<file path="src/rtl/cfst_pkg.sv">
// ----------------------------------------------------------------------------
// cfst_pkg
// Types and constants of the camera frame strobe timing block.
// ----------------------------------------------------------------------------
package cfst_pkg;

	localparam int TOTAL_SCANS    = 65536;
	localparam int PREHEAT_FRAMES = 0;
	localparam int TRIG_EACH      = 0;
	localparam int TRIG_WIDTH     = 10;

	localparam int CFST_SCAN_W  = 16;
	localparam int CFST_CFG_W   = 16;
	localparam int CFST_FRAME_W = 12;
	localparam int CFST_AW      = 5;
	localparam int CFST_DATA_W  = 32;
	localparam int CFST_DW      = 18;	// scan + lead - start
	localparam int CFST_DLW     = 19;	// d minus window length
	localparam int CFST_QW      = 17;	// quotient bits
	localparam int CFST_NW      = 13;	// clamped frame number
	localparam int CFST_NMIN_W  = 9;
	localparam int CFST_PW      = 30;	// frame number times period
	localparam int CFST_WIN_LAT = CFST_QW + 5;	// s2 request register plus window unit

	localparam logic signed [CFST_NMIN_W-1:0] CFST_NMIN_PRE = CFST_NMIN_W'(-PREHEAT_FRAMES);

	typedef enum logic [CFST_AW-3:0] {
		REG_START_SCAN,
		REG_PERIOD_SCANS,
		REG_FRAME_COUNT,
		REG_ACTIVE_SCANS,
		REG_LAMP_LEAD,
		REG_LAMP_TRAIL,
		REG_SHUTTER_LEAD,
		REG_SHUTTER_TRAIL
	} cfst_reg_t;

	typedef struct packed {
		logic [CFST_CFG_W-1:0]          period;
		logic [CFST_FRAME_W-1:0]        fcnt;
		logic signed [CFST_NMIN_W-1:0]  nmin;
	} cfst_win_cfg_t;

	typedef struct packed {
		logic signed [CFST_DW-1:0]  d;
		logic signed [CFST_DLW-1:0] dl;
	} cfst_win_req_t;

	typedef struct packed {
		logic vld;
		logic rng;
		logic lim;
	} cfst_tag_t;

	typedef struct packed {
		logic trig;
		logic shut;
		logic lamp;
	} cfst_lvl_t;

endpackage

</file>
<file path="src/rtl/cfst_window.sv">
// ----------------------------------------------------------------------------
// cfst_window
// Pipelined frame window test: finds the latest frame n with n*period <= d,
// clamps it to the last frame, checks it >= the first and n*period > dl.
// ----------------------------------------------------------------------------
module cfst_window (
	input  logic                   clk,
	input  logic                   en,
	input  cfst_pkg::cfst_win_cfg_t cfg,
	input  cfst_pkg::cfst_win_req_t req,
	output logic                   hit
);
	import cfst_pkg::*;

	logic [CFST_DW:0]       mag_neg;
	logic [CFST_QW-1:0]     num0;

	logic [CFST_QW-1:0]          num_s [0:CFST_QW];
	logic [CFST_QW-1:0]          quo_s [0:CFST_QW];
	logic [CFST_CFG_W-1:0]       rem_s [0:CFST_QW];
	logic                        neg_s [0:CFST_QW];
	logic signed [CFST_DLW-1:0]  dl_s  [0:CFST_QW];

	logic signed [CFST_DW-1:0]   fl;
	logic signed [CFST_DW-1:0]   last_x;
	logic signed [CFST_DW-1:0]   nmin_x;
	logic signed [CFST_NW-1:0]   last_n;
	logic signed [CFST_NW-1:0]   nmax;
	logic                        ok;

	logic signed [CFST_NW-1:0]   nmax_s19;
	logic                        ok_s19;
	logic signed [CFST_DLW-1:0]  dl_s19;
	logic signed [CFST_PW-1:0]   prod_s20;
	logic                        ok_s20;
	logic signed [CFST_DLW-1:0]  dl_s20;
	logic signed [CFST_PW-1:0]   dl_x;
	logic                        hit_s21;

	// floor division of a negative d: divide |d| + period - 1
	always_comb begin
		mag_neg = (CFST_DW+1)'(0) - {req.d[CFST_DW-1], req.d}
			+ (CFST_DW+1)'(cfg.period) - (CFST_DW+1)'(1);
		num0 = req.d[CFST_DW-1] ? mag_neg[CFST_QW-1:0] : req.d[CFST_QW-1:0];
	end

	always_ff @(posedge clk) begin
		if (en) begin
			num_s[0] <= num0;
			quo_s[0] <= '0;
			rem_s[0] <= '0;
			neg_s[0] <= req.d[CFST_DW-1];
			dl_s[0]  <= req.dl;
		end
	end

	for (genvar k = 0; k < CFST_QW; k++) begin : g_div
		logic [CFST_CFG_W:0] trial;
		logic [CFST_CFG_W:0] diff;
		logic                ge;

		always_comb begin
			trial = {rem_s[k], num_s[k][CFST_QW-1]};
			diff  = trial - {1'b0, cfg.period};
			ge    = trial >= {1'b0, cfg.period};
		end

		always_ff @(posedge clk) begin
			if (en) begin
				rem_s[k+1] <= ge ? diff[CFST_CFG_W-1:0] : trial[CFST_CFG_W-1:0];
				num_s[k+1] <= {num_s[k][CFST_QW-2:0], 1'b0};
				quo_s[k+1] <= {quo_s[k][CFST_QW-2:0], ge};
				neg_s[k+1] <= neg_s[k];
				dl_s[k+1]  <= dl_s[k];
			end
		end
	end

	// clamp to the last real frame, then check against the first frame
	always_comb begin
		fl     = neg_s[CFST_QW] ? (CFST_DW'(0) - {1'b0, quo_s[CFST_QW]})
			: {1'b0, quo_s[CFST_QW]};
		last_n = $signed({1'b0, cfg.fcnt}) - CFST_NW'(1);
		last_x = {{(CFST_DW-CFST_NW){last_n[CFST_NW-1]}}, last_n};
		nmin_x = {{(CFST_DW-CFST_NMIN_W){cfg.nmin[CFST_NMIN_W-1]}}, cfg.nmin};
		if (fl > last_x) begin
			nmax = last_n;
			ok   = last_x >= nmin_x;
		end else begin
			nmax = fl[CFST_NW-1:0];
			ok   = fl >= nmin_x;
		end
	end

	always_ff @(posedge clk) begin
		if (en) begin
			nmax_s19 <= nmax;
			ok_s19   <= ok;
			dl_s19   <= dl_s[CFST_QW];
			prod_s20 <= CFST_PW'(nmax_s19) * CFST_PW'($signed({1'b0, cfg.period}));
			ok_s20   <= ok_s19;
			dl_s20   <= dl_s19;
			hit_s21  <= ok_s20 && (prod_s20 > dl_x);
		end
	end

	assign dl_x = {{(CFST_PW-CFST_DLW){dl_s20[CFST_DLW-1]}}, dl_s20};
	assign hit  = hit_s21;

endmodule

</file>
<file path="config.mk">
export PLATFORM = sky130hd
export DESIGN_NAME = cfst_window
export DESIGN_NICKNAME = d
export VERILOG_FILES = /design/src/rtl/cfst_pkg.sv /design/src/rtl/cfst_window.sv
export SDC_FILE = /design/constraint.sdc
export NUM_CORES = 2
export LEC_CHECK = 0
export BUFFER_PORTS_ARGS = -buffer_cell sky130_fd_sc_hd__buf_2
export CAP_MARGIN = 30
export CORE_ASPECT_RATIO = 2
export CORE_MARGIN = 2
export CORE_UTILIZATION = 31
export CTS_CLUSTER_SIZE = 24
export DETAILED_ROUTE_END_ITERATION = 8
export GPL_TIMING_DRIVEN = 0
export PLACE_DENSITY = 0.5
export SETUP_SLACK_MARGIN = 0.5
export SLEW_MARGIN = 10
export SYNTH_ARGS = -nofsm -noshare
export SYNTH_HDL_FRONTEND = slang
export SYNTH_SLANG_ARGS = --single-unit
</file>
<file path="constraint.sdc">
create_clock -name clk -period 12.5 [get_ports clk]
set_input_delay 2.5 -clock clk [delete_from_list [all_inputs] [get_ports clk]]
set_output_delay 2.5 -clock clk [all_outputs]
set_load 0.005 [all_outputs]
</file>
**Yosys cells after proc, flatten, opt, wreduce, memory -nomap -nowiden**

Memories as Yosys holds them, arrays and structs flattened. A register that Yosys moved wholly into a read port is not among the register bits.
Index checks and enable logic that the tools add are counted.

- $add $sub $neg: 22
- $mul: 1
- Magnitude comparators: 21
- Muxes and demuxes: 23
- Reductions and logical operators: 1

Operators by type and width:

| cell | count |
|---|---|
| $ge A17 B16 Y1 | 17 |
| $mux W16 | 17 |
| $sub A16 B16 Y16 | 17 |
| $gt A30 B19 Y1 | 1 |
| $mul A13 B17 Y30 | 1 |
| $ge A18 B9 Y1 | 1 |
| $gt A18 B13 Y1 | 1 |
| $mux W18 | 1 |
| $sub A1 B17 Y18 const A | 1 |
| $add A17 B16 Y17 | 1 |
| $mux W17 | 1 |
| $sub A1 B17 Y17 const A | 1 |
| $sub A17 B1 Y17 const B | 1 |
| $ge A13 B9 Y1 | 1 |
| $mux W13 | 1 |
| $sub A12 B1 Y13 const B | 1 |
| $mux W1 | 3 |
| $logic_and A1 B1 Y1 | 1 |

- Register bits after elaboration: 65
- Memory bits (writable): 1260
- Bits of input ports: 76
- Output and inout bits: 1
- Logic and storage cells: 79
- Memories: 5

Memory list:

| name | words | bits a word | rd ports | clocked after Yosys merged registers in | write ports | line | source |
|---|---|---|---|---|---|---|---|
| dl_s | 18 | 19 | 18 | 1 | 18 | cfst_window.sv:22 | `logic signed [CFST_DLW-1:0] dl_s [0:CFST_QW];` |
| num_s | 18 | 17 | 17 | 0 | 18 | cfst_window.sv:18 | `logic [CFST_QW-1:0] num_s [0:CFST_QW];` |
| quo_s | 18 | 17 | 18 | 0 | 18 | cfst_window.sv:19 | `logic [CFST_QW-1:0] quo_s [0:CFST_QW];` |
| rem_s | 18 | 16 | 17 | 0 | 18 | cfst_window.sv:20 | `logic [CFST_CFG_W-1:0] rem_s [0:CFST_QW];` |
| neg_s | 18 | 1 | 18 | 0 | 18 | cfst_window.sv:21 | `logic neg_s [0:CFST_QW];` |

**Logic depth before layout (Yosys ltp)**

- Depth in word-level cells: 4
- Mapped depth: 24
- Depth with buffers taken out: 22

**Worst setup path after synthesis**

OpenSTA, ideal clock, no wires.

- Kind: input -> register
- From: input port cfg[22] (netlist name)
- To: register prod_s20[29] (data pin)
- Setup time: 0.259 ns
- Arrival time: 7.650 ns
- Data required time: 12.241 ns
- Slack: 4.591 ns
- Stages on the path: 18
- Path buffers: 2
- Cell sequence: clkbuf_1 -> clkbuf_1 -> nand2_1 -> fa_1 -> fa_1 -> inv_1 -> fa_1 -> fa_1 -> fa_1 -> fa_1 -> ha_1 -> a21oi_1 -> o211ai_1 -> o31ai_1 -> o21ai_1 -> a41o_1 -> a21oi_1 -> xnor2_1

- Word-level cells in the longest chain between the ends: 1

RTL lines:

| what | line | source |
|---|---|---|
| start, declared | cfst_window.sv:9 | `input cfst_pkg::cfst_win_cfg_t cfg,` |
| $mul A13 B17 Y30 | cfst_window.sv:100 | `prod_s20 <= CFST_PW'(nmax_s19) * CFST_PW'($signed({1'b0, cfg.period}));` |
| end signal, assigned | cfst_window.sv:100 |  |
| end, declared | cfst_window.sv:34 | `logic signed [CFST_PW-1:0] prod_s20;` |

Every way passes these cells.
A chain may end at the register's enable or synchronous reset.

**Final worst setup path**

Ends and elaborated chain as after synthesis.

==> metrics.md <==
| Metric | Value |
|---|---|
| PD cells | 242 nW/um^2 |
| Post-DP HPWL | 102000 um |
| Final Cycle Share | 0.750 |
| Core area | 176000 um^2 |
| Layout Nets | 5116 |
| Status | completed |
| Fin worst setup slack | 3.13 ns |
| Cell mode on critical path | fa_1 |
| Origin of the worst min-delay path | num_s[10][13] |
| Area contributors post-synth | edfxtp_1, ha_1, fa_1 |
| Crit path required time | 12.94 ns |
| Final Util | 0.351 |
| Crit path largest cell delay | 0.60 ns |
| Initial Util | 0.311 |
| Post-synth net total | 4925 |
| # rows | 218 |
| Antenna violations before repair | 10 |
| RR Startpoint | nmax_s19[9] |
| Crit path max fanout | 12 |
| Sequential fraction of the synthesis area | 0.551 |
| Remaining global-route overflow | 0 |
| Net Switching | ~5.6 mW |
| First-pass GRT wire length | 208000 um |
| Ys flop type | edfxtp_1 |
| Crit path from | cfg[22] |
| Static Leak | about 24 nW |
| Clk pwr share | 0.205 |
| Synth area leader | edfxtp_1 |
| Die Ht | 598 um |
| Max-slew violations | 0 |
| Port Buffers | 76 |
| WL final | 139000 um |
| Final Cell Area | ~62000 um^2 |
| Largest net degree at the start of global routing | 165 |
| Final Instance Count excl. Fillers | 6807 |
| Die W | about 300 um |
| Int Pwr | roughly 9.4 mW |
| Hold Path Class | flip-flop to flip-flop |
| Clock Path Buffers | 3 |
| Clk slew on worst S/H paths | 0.07 ns |
| Final Hold Vio Count | 0 |
| Ys Warns | 0 |
| Post-layout min period | 9.37 ns |
| Cell count after synthesis | 4221 |
| Clk root buf | clkbuf_16 |
| Vias per inst | approximately 5 |
| Pre-CTS setup slack | 2.42 ns |
| Asr flop ratio synth | 0 |
| Layout cells sized above 1 | 0.0935 |
| GPL Wtd Cong | a little under 0.9 |
| Peak VDD IR | about 210 uV |
| Placed inst area | 58500 um^2 |
| I/O pin cnt | 77 |
| Net Sw Frac | 0.373 |
| Clock skew | 0.0480 ns |
| Syn-to-layout area delta | 12.7% |
| Worst setup SP type | input pin |
| Worst skew pair latency | 0.70 ns |
| Total power | between 10 and 15 mW |
| Starting DRT DRC Count | 1945 |
| Final setup viols | 0 |
| CTS buffer count | 96 |
| Post-synthesis register bit count | approximately 1000 |
| Post-DRT Antenna Nets | 0 |
| Post-synth EDFFs | 1006 |
| Drc violations | 0 |
| Max_slew headroom | 0.348 |
| Clock Sinks | 1006 |
| Syn avg cell area | 13.0 um^2 |
| Die area | 180000 um^2 |
| Slowest CP cell | fa_1 |
| CTS tree | yes |
| CP Class | input pin to flip-flop |
| Seq pwr share | 0.337 |
| Area of the mapped netlist | about 55000 um^2 |
| Worst Path Buf+Inv | 5 |
| Vias post-DR | 33500 |
| Comb power frac | 0.458 |
| Drt wl/cell | between 20 and 25 um |
| Critical Path AT | 9.81 ns |
| Endpoint class of the critical path | flip-flop |
| GRT Resource Usage Total | 0.154 |
| Count leader, synth | edfxtp_1 |
| Max-cap viol count | 0 |
| CTS HTree Levels | 3 |
| Max Clk Rate | 107 MHz |
| Post-cts sizing count | 0 |
| DRT Pass-1 Iters | 5 |
| Synth top area share | 0.551 |
| # hold bufs at CTS | 0 |
| Synth top cells by count | edfxtp_1, ha_1, inv_1 |
| CP cell instances | buf_2, buf_12, clkbuf_1, clkbuf_1, nand2_1, fa_1, fa_1, inv_1, fa_1, fa_1, fa_1, fa_1, ha_1, a21oi_1, o211ai_1, o31ai_1, o21ai_1, a41o_1, a21oi_1, xnor2_1 |
| Family with the most delay on the worst path | adder cells |
| Post-CTS Repair Setup Buffers | 0 |
| Yosys cell types | 82 |
| Worst slew pin tran | 0.978 ns |
| RSZ-0062 raised after global routing | no |
| Placed Cells | 6624 |
| Vias in the first global route | 34900 |
==> logic make-up after synthesis <==
logic type | Yosys count | share of synthesized area
xor gates and xnor gates | 212 | 0.0339
adders and majority gates | 628 | 0.167
muxes | 163 | 0.0333
buffers and inverters | 392 | 0.0275
AOI/OAI and AO/OA | 826 | 0.0979
DFF | 1006 | 0.551
and+or+nand+nor | 994 | 0.0893
==> power groups by stage <==
stage          Clock [mW]  Sequential, mW  Combinational (mW)
4_1_cts              3.19            5.03                6.92
3_5_place_dp            0            5.10                6.86
5_1_grt              3.30            5.08                7.67
2_1_floorplan           0            4.92                5.07
6_report             3.07            5.02                6.83
3_3_place_gp            0            5.20                6.77
==> cell type report <==
type                    count  area, um^2
diodes                      4        10.0
plain buffers              84         350
clock buffers             111        2480
clock inverters            68         773
fillers                 17200      114000
inverters                 308        1160
multi-input cells        2823       23100
flip-flops and latches   1006       30200
well taps                2310        2890
repair buffers             93         818
==> placed cells by master (no fill, tap or decap), types with 92 or more instances in the layout <==
cell type,netlist,layout
a21o_1,92,92
a21oi_1,248,248
and2_1,101,101
clkbuf_16,0,97
edfxtp_1,1006,1006
fa_1,170,170
ha_1,458,458
inv_1,306,296
mux2_2,113,113
nand2_1,256,256
nor2_1,239,239
o21ai_0,171,171
xnor2_1,145,145
==> through the flow <==
stage          hold WS (ns)  TNS (ns)
2_1_floorplan         0.400         0
3_3_place_gp          0.400  -7500.11
3_5_place_dp          0.405         0
4_1_cts               0.379         0
5_1_grt               0.398         0
6_report              0.390         0
==> worst paths after layout <==
kind,cells past startpoint,endpoint,slack [ns]
setup / recovery,20,prod_s20[29],3.13
hold / removal,0,num_s[11][14],0.39
setup reg to reg,17,prod_s20[29],5.50
hold reg to reg,0,num_s[11][14],0.39
==> sequential cells by signal, summed over array words and instances, names as in the netlist <==
register / cells
dl_s: 342
dl_s19: 19
dl_s20: 19
hit: 1
neg_s: 18
nmax_s19: 13
num_s: 153
ok_s19: 1
ok_s20: 1
prod_s20: 30
quo_s: 153
rem_s: 256
==> routing by layer <==
| layer | vias up | routed length (um) | track usage |
|---|---|---|---|
| met5 | - | 16 | 0 |
| met4 | 2 | 7960 | 0.0844 |
| met3 | 279 | 4170 | 0.0171 |
| met2 | 574 | 80400 | 0.312 |
| met1 | 16600 | 46500 | 0.146 |
| li1 | 16000 | - | - |
No activity file was read; power rests on OpenSTA's default activity.
